`config.mk`:
```
export PLATFORM = sky130hd
export DESIGN_NAME = uuencode_line_encoder
export DESIGN_NICKNAME = d
export VERILOG_FILES = /design/src/rtl/uue_pkg.sv /design/src/rtl/uuencode_line_encoder.sv /design/src/rtl/uue_ctrl.sv /design/src/rtl/uue_dp.sv
export SDC_FILE = /design/constraint.sdc
export NUM_CORES = 1
export LEC_CHECK = 0
export BUFFER_PORTS_ARGS = -buffer_cell sky130_fd_sc_hd__buf_2
export CORE_MARGIN = 4
export CORE_UTILIZATION = 55
export DETAILED_ROUTE_END_ITERATION = 12
export GPL_ROUTABILITY_DRIVEN = 0
export GPL_TIMING_DRIVEN = 0
export PLACE_DENSITY = 0.71
export SKIP_CTS_REPAIR_TIMING = 1
export SYNTH_ARGS = -nofsm -noshare
export SYNTH_HDL_FRONTEND = slang
export SYNTH_HIERARCHICAL = 1
export SYNTH_SLANG_ARGS = --single-unit
```
`constraint.sdc`:
```
create_clock -name i_clk -period 4.4 [get_ports i_clk]
set_input_delay 0.22 -clock i_clk [delete_from_list [all_inputs] [get_ports i_clk]]
set_output_delay 0.22 -clock i_clk [all_outputs]
set_load 0.005 [all_outputs]
```
`src/rtl/uue_pkg.sv`:
```
// Shared constants and types for the uuencode line encoder.
package uue_pkg;

    localparam int LINE_BYTES = 45;
    localparam int ADDR_W     = $clog2(LINE_BYTES);
    localparam int CNT_W      = $clog2(LINE_BYTES + 1);

    localparam logic [6:0] CHAR_BIAS    = 7'd32;
    localparam logic [6:0] NEWLINE_CHAR = 7'd10;

    // Character to produce this cycle, issued only when the output register can load.
    typedef enum logic [2:0] {
        EMIT_NONE,
        EMIT_LEN,
        EMIT_C0,
        EMIT_C1,
        EMIT_C2,
        EMIT_C3,
        EMIT_NL
    } t_emit;

    typedef struct packed {
        logic  accept;
        t_emit emit;
    } t_cmd;

    typedef struct packed {
        logic out_free;
        logic line_done;
        logic group_last;
    } t_status;

endpackage

```
`src/rtl/uuencode_line_encoder.sv`:
```
// A line's last byte sends the sequencer to S_LEN, which registers the length character.
// Throughput: one input byte per cycle while a line is collected; then a line of
// n bytes leaves as 2 + 4*ceil(n/3) characters, one per cycle while the output is not
// stalled, through the single character output port; input is held meanwhile.
// Reset (synchronous, active low) empties the line store count and the output register.
module uuencode_line_encoder import uue_pkg::*; (
    input  logic       i_clk,
    input  logic       i_rst_n,
    input  logic       i_in_valid,
    output logic       o_in_stall,
    input  logic [7:0] i_data_byte,
    input  logic       i_final_byte,
    output logic       o_out_valid,
    input  logic       i_out_stall,
    output logic [6:0] o_out_char,
    output logic       o_line_end
);

    t_cmd    cmd;
    t_status status;

    uue_ctrl u_ctrl (
        .i_clk      (i_clk),
        .i_rst_n    (i_rst_n),
        .i_in_valid (i_in_valid),
        .o_in_stall (o_in_stall),
        .i_status   (status),
        .o_cmd      (cmd)
    );

    uue_dp u_dp (
        .i_clk        (i_clk),
        .i_rst_n      (i_rst_n),
        .i_cmd        (cmd),
        .o_status     (status),
        .i_data_byte  (i_data_byte),
        .i_final_byte (i_final_byte),
        .o_out_valid  (o_out_valid),
        .i_out_stall  (i_out_stall),
        .o_out_char   (o_out_char),
        .o_line_end   (o_line_end)
    );

endmodule

```
`src/rtl/uue_ctrl.sv`:
```
// Sequencer: collects bytes, then walks the length, group and newline characters.
module uue_ctrl import uue_pkg::*; (
    input  logic    i_clk,
    input  logic    i_rst_n,
    input  logic    i_in_valid,
    output logic    o_in_stall,
    input  t_status i_status,
    output t_cmd    o_cmd
);

    typedef enum logic [2:0] {
        S_IN,
        S_LEN,
        S_C0,
        S_C1,
        S_C2,
        S_C3,
        S_NL
    } t_state;

    t_state r_state;
    t_state n_state;

    assign o_in_stall = (r_state != S_IN);

    always_comb begin
        n_state      = r_state;
        o_cmd.accept = 1'b0;
        o_cmd.emit   = EMIT_NONE;
        unique case (r_state)
            S_IN: begin
                if (i_in_valid) begin
                    o_cmd.accept = 1'b1;
                    if (i_status.line_done) begin
                        n_state = S_LEN;
                    end
                end
            end
            S_LEN: begin
                if (i_status.out_free) begin
                    o_cmd.emit = EMIT_LEN;
                    n_state    = S_C0;
                end
            end
            S_C0: begin
                if (i_status.out_free) begin
                    o_cmd.emit = EMIT_C0;
                    n_state    = S_C1;
                end
            end
            S_C1: begin
                if (i_status.out_free) begin
                    o_cmd.emit = EMIT_C1;
                    n_state    = S_C2;
                end
            end
            S_C2: begin
                if (i_status.out_free) begin
                    o_cmd.emit = EMIT_C2;
                    n_state    = S_C3;
                end
            end
            S_C3: begin
                if (i_status.out_free) begin
                    o_cmd.emit = EMIT_C3;
                    n_state    = i_status.group_last ? S_NL : S_C0;
                end
            end
            S_NL: begin
                if (i_status.out_free) begin
                    o_cmd.emit = EMIT_NL;
                    n_state    = S_IN;
                end
            end
            default: n_state = S_IN;
        endcase
    end

    always_ff @(posedge i_clk) begin
        if (!i_rst_n) begin
            r_state <= S_IN;
        end else begin
            r_state <= n_state;
        end
    end

endmodule

```
`src/rtl/uue_dp.sv`:
```
// Datapath: line store, byte counters, six-bit character forming and output register.
module uue_dp import uue_pkg::*; (
    input  logic       i_clk,
    input  logic       i_rst_n,
    input  t_cmd       i_cmd,
    output t_status    o_status,
    input  logic [7:0] i_data_byte,
    input  logic       i_final_byte,
    output logic       o_out_valid,
    input  logic       i_out_stall,
    output logic [6:0] o_out_char,
    output logic       o_line_end
);

    logic [7:0]       mem [LINE_BYTES];
    logic [7:0]       r_rd_data;
    logic [CNT_W-1:0] r_fill;
    logic [CNT_W-1:0] r_count;
    logic [CNT_W-1:0] r_ptr;
    logic [CNT_W-1:0] n_ptr;
    logic [CNT_W-1:0] fill_inc;
    logic [ADDR_W-1:0] rd_addr;
    logic [7:0]       r_prev;
    logic [7:0]       cur_byte;
    logic             r_out_valid;
    logic [6:0]       r_out_char;
    logic             r_out_end;
    logic [5:0]       field;

    assign fill_inc = r_fill + 1'b1;

    assign o_status.out_free   = !r_out_valid || !i_out_stall;
    assign o_status.line_done  = (fill_inc == CNT_W'(LINE_BYTES)) || i_final_byte;
    assign o_status.group_last = (r_ptr >= r_count);

    // Read pointer tracks the byte that r_rd_data holds; prefetch one ahead on advance.
    always_comb begin
        n_ptr = r_ptr;
        if (i_cmd.accept) begin
            n_ptr = '0;
        end else if (i_cmd.emit == EMIT_C0 || i_cmd.emit == EMIT_C1 ||
                     i_cmd.emit == EMIT_C2) begin
            n_ptr = r_ptr + 1'b1;
        end
    end

    assign rd_addr = (n_ptr < CNT_W'(LINE_BYTES)) ? n_ptr[ADDR_W-1:0] : '0;

    // Bytes past the count in a short group read as zero.
    assign cur_byte = (r_ptr < r_count) ? r_rd_data : 8'h00;

    always_comb begin
        field = 6'h00;
        unique case (i_cmd.emit)
            EMIT_C0: field = cur_byte[7:2];
            EMIT_C1: field = {r_prev[1:0], cur_byte[7:4]};
            EMIT_C2: field = {r_prev[3:0], cur_byte[7:6]};
            EMIT_C3: field = r_prev[5:0];
            default: field = 6'h00;
        endcase
    end

    always_ff @(posedge i_clk) begin
        if (i_cmd.accept) begin
            mem[r_fill[ADDR_W-1:0]] <= i_data_byte;
        end
        r_rd_data <= mem[rd_addr];
    end

    always_ff @(posedge i_clk) begin
        if (!i_rst_n) begin
            r_fill      <= '0;
            r_count     <= '0;
            r_ptr       <= '0;
            r_out_valid <= 1'b0;
        end else begin
            r_ptr <= n_ptr;
            if (i_cmd.accept) begin
                if (o_status.line_done) begin
                    r_fill  <= '0;
                    r_count <= fill_inc;
                end else begin
                    r_fill <= fill_inc;
                end
            end
            if (i_cmd.emit != EMIT_NONE) begin
                r_out_valid <= 1'b1;
            end else if (!i_out_stall) begin
                r_out_valid <= 1'b0;
            end
        end
    end

    always_ff @(posedge i_clk) begin
        if (i_cmd.emit == EMIT_C0 || i_cmd.emit == EMIT_C1 || i_cmd.emit == EMIT_C2) begin
            r_prev <= cur_byte;
        end
        unique case (i_cmd.emit)
            EMIT_LEN: begin
                r_out_char <= CHAR_BIAS + 7'(r_count);
                r_out_end  <= 1'b0;
            end
            EMIT_C0, EMIT_C1, EMIT_C2, EMIT_C3: begin
                r_out_char <= CHAR_BIAS + {1'b0, field};
                r_out_end  <= 1'b0;
            end
            EMIT_NL: begin
                r_out_char <= NEWLINE_CHAR;
                r_out_end  <= 1'b1;
            end
            default: begin
                r_out_char <= r_out_char;
                r_out_end  <= r_out_end;
            end
        endcase
    end

    assign o_out_valid = r_out_valid;
    assign o_out_char  = r_out_char;
    assign o_line_end  = r_out_end;

endmodule
```
# --- Word level (Yosys, flattened, before mapping) ---
# Memories as Yosys holds them, arrays and structs flattened. A register that Yosys moved wholly into a read port is not among the register bits.
# Cells that the tools add are included.
op_classes:
  n_addsub: 4
  magnitude_cmp: 3
  n_eq_ne: 22
  n_mux: 31
  n_reduce_logical: 15
op_table:
  columns: ["operator", "n"]
  rows:
  - ["2-to-1 mux 3 bit", 12]
  - ["2-to-1 mux 6 bit", 4]
  - ["case mux 6 bit (4 select lines)", 1]
  - ["case mux 3 bit (7 select lines)", 1]
  - ["case mux 7 bit (3 select lines)", 1]
  - ["== test 3 bit, second input constant", 6]
  - ["case mux 3 bit (6 select lines)", 1]
  - ["!= test 2 bit, second input constant", 8]
  - ["adder 6 x 6 -> 7 bit, first input constant", 2]
  - ["adder 6 x 1 -> 6 bit, second input constant", 2]
  - ["== test 3 x 2 -> 1 bit, second input constant", 4]
  - ["nonzero test 3 bit", 3]
  - ["2-to-1 mux 8 bit", 1]
  - ["AND reduction 8 bit", 1]
  - ["2-to-1 mux 1 bit", 7]
  - ["== test 3 x 1 -> 1 bit, second input constant", 2]
  - ["== test 6 bit, second input constant", 1]
  - ["greater-or-equal comparator 6 bit", 1]
  - ["< comparator 6 bit", 1]
  - ["< comparator 6 bit, second input constant", 1]
  - ["OR reduction 5 bit", 1]
  - ["logical OR 1 bit", 4]
  - ["2-to-1 mux 2 bit", 2]
  - ["OR reduction 4 bit", 1]
  - ["6 further kinds", 7]
totals:
  reg_bits: 36
  ramBits: 360
  input_bits: 13
  word_cells: 85
  memories: 1
mem_list:
  columns: ["name", "depth", "word_bits", "rd", "rd_clocked_by_memory_dff", "write_ports", "line_no", "text"]
  rows:
  - ["u_dp.mem", 45, 8, 1, 1, 1, "uue_dp.sv:15", "logic [7:0] mem [LINE_BYTES];"]

# --- Depth between registers and ports, before layout ---
# Gate-level depths: netlist of run 1.
depth:
  ltp_word: 11
  ltp_mapped: 17
  depth_no_buf: 12

# --- By module ---
# The synthesis of run 1 kept the hierarchy.
by_module_without_submodules:
  columns: ["module", "instances", "cells_each", "area_each_um2", "seq_area_each_um2"]
  rows:
  - ["uue_dp", 1, 1224, 16892.5, 11771.3]
  - ["uue_ctrl", 1, 30, 237.7, 60.1]

# --- Least setup slack after synthesis of run 1 ---
# Ideal clock, no wire load.
synth_path:
  path_type: "reg-to-reg"
  start: "register u_dp.r_out_valid (netlist: u_dp/o_out_valid)"
  end: "register u_dp.r_rd_data[2], read port of u_dp.mem"
  setup_time_ns: 0.120
  t_arrival_ns: 3.204
  path_slack_ns: 1.076
  path_stages_with_launch: 15
  path_buffers: 2
  path_cell_list: "dfxtp_1 -> nand2_1 -> nand2_1 -> a21oi_1 -> or3b_4 -> a211oi_2 -> mux2_4 -> nor2_1 -> nor2_1 -> buf_6 -> buf_6 -> mux2_4 -> o22ai_1 -> o32ai_1 -> a211o_1"
synth_lines:
  columns: ["element", "line_no", "text"]
  rows:
  - ["from (decl)", "uue_dp.sv:25", "logic r_out_valid;"]
  - ["from (signal assigned)", "uue_dp.sv:75", "r_out_valid <= 1'b0;"]
  - ["from (signal assigned)", "uue_dp.sv:87", "r_out_valid <= 1'b1;"]
  - ["from (signal assigned)", "uue_dp.sv:89", "r_out_valid <= 1'b0;"]
  - ["to (decl)", "uue_dp.sv:16", "logic [7:0] r_rd_data;"]

==> key figures, run 1 <==
Floorplan
  – # rows: 64
  – Die width: 184 um
  – IO Pins: 23
  – Initial Utilization: 55.9%
  – Total die area: 34000 um2
  – CORE AREA: 30700 um2
  – Die span in y: 184 um

Synth
  – Primary FF master, synth: edfxtp_1
  – Synthesized area per cell: 13.7 um2
  – Register area share after synthesis: 69.1%
  – Synth async-reset ratio: 0%
  – Synth unique cells: 78
  – Post-synth top area cell: edfxtp_1
  – Net Count, Synth: 1276
  – Synth top area share: 65.6%
  – Number of flops mapped to enable cells by yosys: 374
  – Count leader, synth: edfxtp_1
  – Synth area leaders: edfxtp_1 (66%), dfxtp_1 (3.5%), mux2_2 (3.3%)
  – Flops & latches, synth: 404
  – Mapped cell area: 17100 um2
  – Most instantiated cells after synthesis: edfxtp_1 (374), nand2_1 (149), nor2_1 (127), mux2_2 (50), a21oi_1 (47)
  – Yosys warns: 6
  – Cells after Synth: 1254

Timing
  – Setup violators final: 0
  – Setup TNS: 0 ns
  – Worst slew pin tran: 1.15 ns
  – Fmax: around 230 MHz
  – Slew HR: 22.9%
  – Post-layout min period: 4.34 ns
  – PnR worst setup slack: approximately 0.063 ns
  – Min Hold Slack: -0.00585 ns
  – Unrepaired setup endpoints after global routing: true
  – Final Hold Viols: 1
  – Final Max Slew Viols: 0
  – Post-route clock period utilization: 98.6%
  – Fin Clk Skew: 0.0222 ns

Global routing
  – Pin count of the biggest net entering global routing: between 40 and 50
  – GR Overflow Total: 0
  – First-pass GRT wire length: 65600 um
  – Overall routing resource usage: roughly a quarter
  – Initial antenna violation count: 0
  – Number of global-route vias before repair: 10900

Layout
  – Layout Nets: 1341
  – Final cell count without fillers: 1741
  – Share of cells above drive strength 1: 15.8%
  – Post-Layout Inst Area: 19100 um2
  – ANT cells: 0
  – Area Growth Syn to Fin: 11.7%

Min path
  – WHS Path Cells: 3
  – Hold Crit Class: in2reg

Clock tree
  – Total CTS buffers: 41
  – Max Buffers Root-to-Sink: 3
  – CTS tree: done
  – Clk sink count: ~400
  – Root buffer cell: clkbuf_16
  – CTS clk-pin slew, worst paths: about 0.060 ns
  – Clk_lat worst skew: 0.54 ns
  – CTS H-tree lvls: 2

Setup path
  – Crit end category: flop
  – CP Cell Sequence: nand2_1, nand2_1, a21oi_1, or3b_4, a211oi_2, mux2_4, o21a_1, nor2_4, buf_2, clkbuf_1, nand3_1, a31oi_1, o221ai_2
  – Crit-path slowest cell: clkbuf_1
  – Worst Path Required: about 4.8 ns
  – Critical path type: reg2reg
  – CP arrival: 4.71 ns
  – Crit start category: flop
  – R2R cell count: 13
  – Worst-path fanout max: 10
  – CP most frequent cell: nand2_1
  – R2r setup slk: 0.06 ns
  – Slowest stage delay, CP: 0.48 ns

Outcome
  – Failing checks: hold timing
  – Run status: finished with violations

Run
  – Number of max-cap violations: 0

Route
  – Via count: 11100
  – WL/cell: 25.1 um
  – Post-DR vias/cell: around 6.4
  – Initial DRC Count: 1231
  – Antenna-violating nets left: 0
  – DR DRC count: 0
  – Drt pass-1 iters: 5
  – Final wirelength: between 40000 and 50000 um

Power
  – Peak VDD IR: 300 uV
  – Final Power: 11100 uW
  – LEAKAGE: about 0.0063 uW
  – PD cells: just under 600 nW/um2

Place
  – Input/output buffers: 22
  – Hpwl dp: 28900 um
  – Post-place instance area: about 18000 um2
  – Placed Cells: 1672
  – Place WS: -0.535 ns
## routing by layer
metal	global-route usage, %	vias up	share of wire [%]
li1	-	4929	-
met5	0	-	0
met1	34.0	5525	39
met4	11.0	0	4.3
met2	40.4	568	47
met3	6.75	109	9.8
## layout by cell type (no fill, tap or decap), drive strengths merged, types with 20 or more instances in the layout
| cell type | instances |
|---|---|
| edfxtp | 374 |
| nand2 | 151 |
| nor2 | 130 |
| clkbuf | 93 |
| mux2 | 69 |
| buf | 53 |
| a21oi | 48 |
| nand3 | 35 |
| a211oi | 31 |
| dfxtp | 30 |
| a31oi | 26 |
| o21ai | 26 |
| inv | 24 |
| o221ai | 20 |
## path summary, 6_finish.rpt
path                                                     from                              to
worst min-delay path                               i_in_valid  u_ctrl/r_state[1]$_SDFFE_PN0P_
worst max-delay path            u_dp/o_out_valid$_SDFFE_PN0P_       u_dp/r_rd_data[6]$_DFF_P_
worst min register to register      u_dp/r_rd_data[1]$_DFF_P_    u_dp/r_prev[1]$_SDFFCE_PP0N_
worst max register to register  u_dp/o_out_valid$_SDFFE_PN0P_       u_dp/r_rd_data[6]$_DFF_P_
## worst max-delay path: cells and delay by family (launching register included)
family                 cells  cell delay (ns)
DFF                        1             0.30
muxes                      1             0.42
and+or+nand+nor            5             1.26
AOI/OAI and AO/OA          5             1.38
buffers and inverters      2             0.81
## report_power, final
group,switching [uW],leakage (uW),total (uW),internal [uW]
clock,1370,0.000598,3210,1840
sequential,69.3,0.00362,4480,4410
combinational,2120,0.00210,3360,1240
## per-stage QoR
stage / hold slack (ns) / util [%]
after floorplan: 0.319 / -
after global placement: 0.486 / 57.8
after detailed placement: 0.493 / 57.8
after CTS: -0.0133 / 61.8
after global routing: 0.0170 / 62.4
final: -0.00585 / 62.4
## state kept, by name, indices dropped and copies added (netlist names)
register	count
u_dp/r_rd_data	8
u_dp/mem	360
u_dp/o_line_end	1
u_dp/o_out_char	7
u_dp/r_prev	6
u_dp/r_count	6
u_dp/o_out_valid	1
u_ctrl/r_state	3
u_dp/r_ptr	6
u_dp/r_fill	6
## kinds of logic (layout without fill, tap and decap cells)
family / count (synthesis) / count (layout) / share of synthesized area, %
buf+inv: 94 / 185 / 2.56
simple gates: 384 / 384 / 10.0
mux: 86 / 86 / 5.66
flops: 404 / 404 / 69.1
compound gates: 273 / 273 / 11.8
fa+ha+maj: 9 / 9 / 0.657
xor+xnor: 4 / 4 / 0.205
## layout make-up
| cell class | instances | area [um2] |
|---|---|---|
| inverters | 21 | 78.8 |
| flip-flops and latches | 404 | 11800 |
| clock inverters | 18 | 150 |
| repair buffers | 22 | 110 |
| plain buffers | 73 | 377 |
| well taps | 396 | 495 |
| clock buffers | 51 | 1070 |
| fillers | 2328 | 11500 |
| multi-input cells | 756 | 5010 |
No activity file was read; power rests on OpenSTA's default activity.
==> inputs of run 2 (changes only) <==
--- a/config.mk
+++ b/config.mk
@@ -12,6 +12,7 @@
 export GPL_ROUTABILITY_DRIVEN = 0
 export GPL_TIMING_DRIVEN = 0
 export PLACE_DENSITY = 0.71
+export RECOVER_POWER = 25
 export SKIP_CTS_REPAIR_TIMING = 1
 export SYNTH_ARGS = -nofsm -noshare
 export SYNTH_HDL_FRONTEND = slang
==> run 2 against run 1 <==
  * The run ends with hold timing, capacitance limit, slew limit left
  * Combinational power barely moved
  * Sequential cell count did not move
  * Clock skew is 0.0030 ns lower
  * Sequential power about the same
  * Hold slack improved by 0.0025 ns
  * Die area is the same
  * Fmax decreased by 0.35%
  * Final cell count unchanged
  * Global-route usage unchanged
  * Wire length barely moved
  * Cell area barely moved
  * Largest power group unchanged
==> key figures, run 2 (synthesis gave the netlist of run 1 again) <==
Outcome
  – Run status: finished with violations
  – Failing checks: hold timing, capacitance limit, slew limit

Power
  – Clk network pwr share: 29.1% (about the same)
  – LEAKAGE: 0.00630 uW (-0.22%)
  – Sequential power share: 40.5% (about the same)
  – Peak VDD IR: 303 uV (+0.83%)
  – Comb power frac: 30.4% (about the same)
  – Internal power: 7500 uW (about the same)
  – NetSw: 3570 uW (+0.20%)
  – Switching share of power: 32.2% (+0.037 points)
  – Final Power: 11100 uW (about the same)
  – PD cells: 579 nW/um2 (+0.12%)

Route
  – WL/cell: 25.1 um (about the same)
  – Final wirelength: 43700 um (about the same)
  – WL met3: 4160 um (-2.3%)
  – Via count: 11100 (+0.027%)
  – WL met1: 17100 um (+0.55%)
  – Initial DRC Count: 1263 (+2.6%)
  – Antenna-violating nets left: 0 (unchanged)
  – DR DRC count: 0 (unchanged)
  – Drt pass-1 iters: 5 (unchanged)
  – Post-DR vias/cell: 6.40 (about the same)
  – DR top layer: met4
  – WL met2: 20400 um (-1.1%)

Timing
  – Slew HR: -47.7% (-71 points)
  – Fin Clk Skew: 0.0193 ns (-0.00295 ns)
  – Final Hold Viols: 1 (unchanged)
  – Min Hold Slack: -0.00338 ns (+0.00247 ns)
  – Setup violators final: 0 (unchanged)
  – Fmax: 230 MHz (-0.35%)
  – Post-route clock period utilization: 98.9% (+0.34 points)
  – PnR worst setup slack: 0.0475 ns (-0.0151 ns)
  – Post-layout min period: 4.35 ns (+0.0151 ns)
  – Setup TNS: 0 ns (unchanged)
  – Worst slew pin tran: 2.22 ns (+1.07 ns)
  – Final Max Slew Viols: 230 (+230)
  – Unrepaired setup endpoints after global routing: true

Floorplan
  – # rows: 64 (unchanged)
  – Die span in y: 184 um (unchanged)
  – Initial Utilization: 55.9% (unchanged)
  – IO Pins: 23 (unchanged)
  – Total die area: 34000 um2 (unchanged)
  – CORE AREA: 30700 um2 (unchanged)
  – Die width: 184 um (unchanged)

Clock tree
  – CTS H-tree lvls: 2 (unchanged)
  – Total CTS buffers: 41 (unchanged)
  – Clk_lat worst skew: 0.54 ns (about the same)
  – Root buffer cell: clkbuf_16
  – Max Buffers Root-to-Sink: 3 (unchanged)
  – CTS tree: done
  – Clk sink count: 404 (unchanged)
  – CTS clk-pin slew, worst paths: 0.06 ns (about the same)

Run
  – Number of max-cap violations: 5 (+5)

Global routing
  – Initial antenna violation count: 0 (unchanged)
  – GR Overflow Total: 0 (unchanged)
  – First-pass GRT wire length: 65600 um (unchanged)
  – Overall routing resource usage: 25.6% (unchanged)
  – Pin count of the biggest net entering global routing: 46 (unchanged)
  – Number of global-route vias before repair: 10900 (unchanged)

Place
  – Hpwl dp: 28900 um (unchanged)
  – Place WS: -0.535 ns (unchanged)
  – Input/output buffers: 22 (unchanged)

Setup path
  – Worst Path Required: 4.77 ns (about the same)
  – CP arrival: 4.72 ns (about the same)
  – Crit end category: flop
  – Critical path type: reg2reg
  – Crit start category: flop
  – Worst-path fanout max: 10 (unchanged)

Layout
  – Most frequent cells in the layout: edfxtp_1 (374), nand2_1 (149), nor2_1 (125), mux2_2 (50)
  – Post-layout util: 62.4% (about the same)
  – Layout Nets: 1341 (unchanged)
  – Most common cell after layout, fill and taps aside: edfxtp_1
  – Area Growth Syn to Fin: 11.6% (about the same)
  – Share of cells above drive strength 1: 15.5% (-0.37 points)
  – Largest register FFs: 360 (unchanged)
  – ANT cells: 0 (unchanged)
  – Sequential cell area: 11800 um2 (unchanged)
  – Area of the multi-input gates: 5010 um2 (unchanged)
  – Filler Cell Count: 2328 (unchanged)

Min path
  – Hold Crit Class: in2reg
run 2: routing by layer:
layer	up-vias	GRT usage, %
met1	5491	34.0
met5	-	0
met4	0	11.0
li1	4930	-
met2	590	40.4
met3	123	6.75
run 2: stage by stage:
stage               hold slack, ns  area, um2  cells
finish                    -0.00338      19100   1741
global route                0.0170      19100   1741
CTS                        -0.0133      19000   1741
detailed placement           0.493      17700   1672
global placement             0.486      17700   1672
floorplan                    0.319      17100   1254
run 2: critical path, cell delays in order (launching register included):
cell      delay (ns)
dfxtp_1         0.30
nand2_1         0.22
nand2_1         0.12
a21oi_1         0.26
or3b_4          0.47
a211oi_2        0.41
mux2_4          0.42
o21a_1          0.17
nor2_4          0.27
buf_2           0.33
clkbuf_1        0.49
nand3_1         0.19
a31oi_1         0.35
o221ai_2        0.19
run 2: layout make-up:
cell class                      count  area share (%)
Tap cell                          396            2.59
Timing Repair Buffer               22           0.543
Inverter                           21           0.412
Buffer                             73            1.97
Clock inverter                     18           0.785
Sequential cell                   404            61.9
Clock buffer                       51            5.61
Multi-Input combinational cell    756            26.2
run 2: final timing paths:
check / from / to / slack (ns) / depth (start not counted)
worst max-delay path: u_dp/o_out_valid$_SDFFE_PN0P_ / u_dp/r_rd_data[6]$_DFF_P_ / 0.05 / 13
worst min-delay path: i_in_valid / u_ctrl/r_state[1]$_SDFFE_PN0P_ / -0.003 / 3
worst max register to register: u_dp/o_out_valid$_SDFFE_PN0P_ / u_dp/r_rd_data[6]$_DFF_P_ / 0.05 / 13
worst min register to register: u_dp/r_rd_data[1]$_DFF_P_ / u_dp/r_prev[1]$_SDFFCE_PP0N_ / 0.51 / 1
run 2: power groups by stage:
stage,Combinational (uW),Clock (uW),Sequential (uW)
global route,3580,3430,4500
CTS,3230,3260,4480
finish,3370,3210,4480
global placement,3170,0,4560
floorplan,2200,0,4550
detailed placement,3210,0,4560
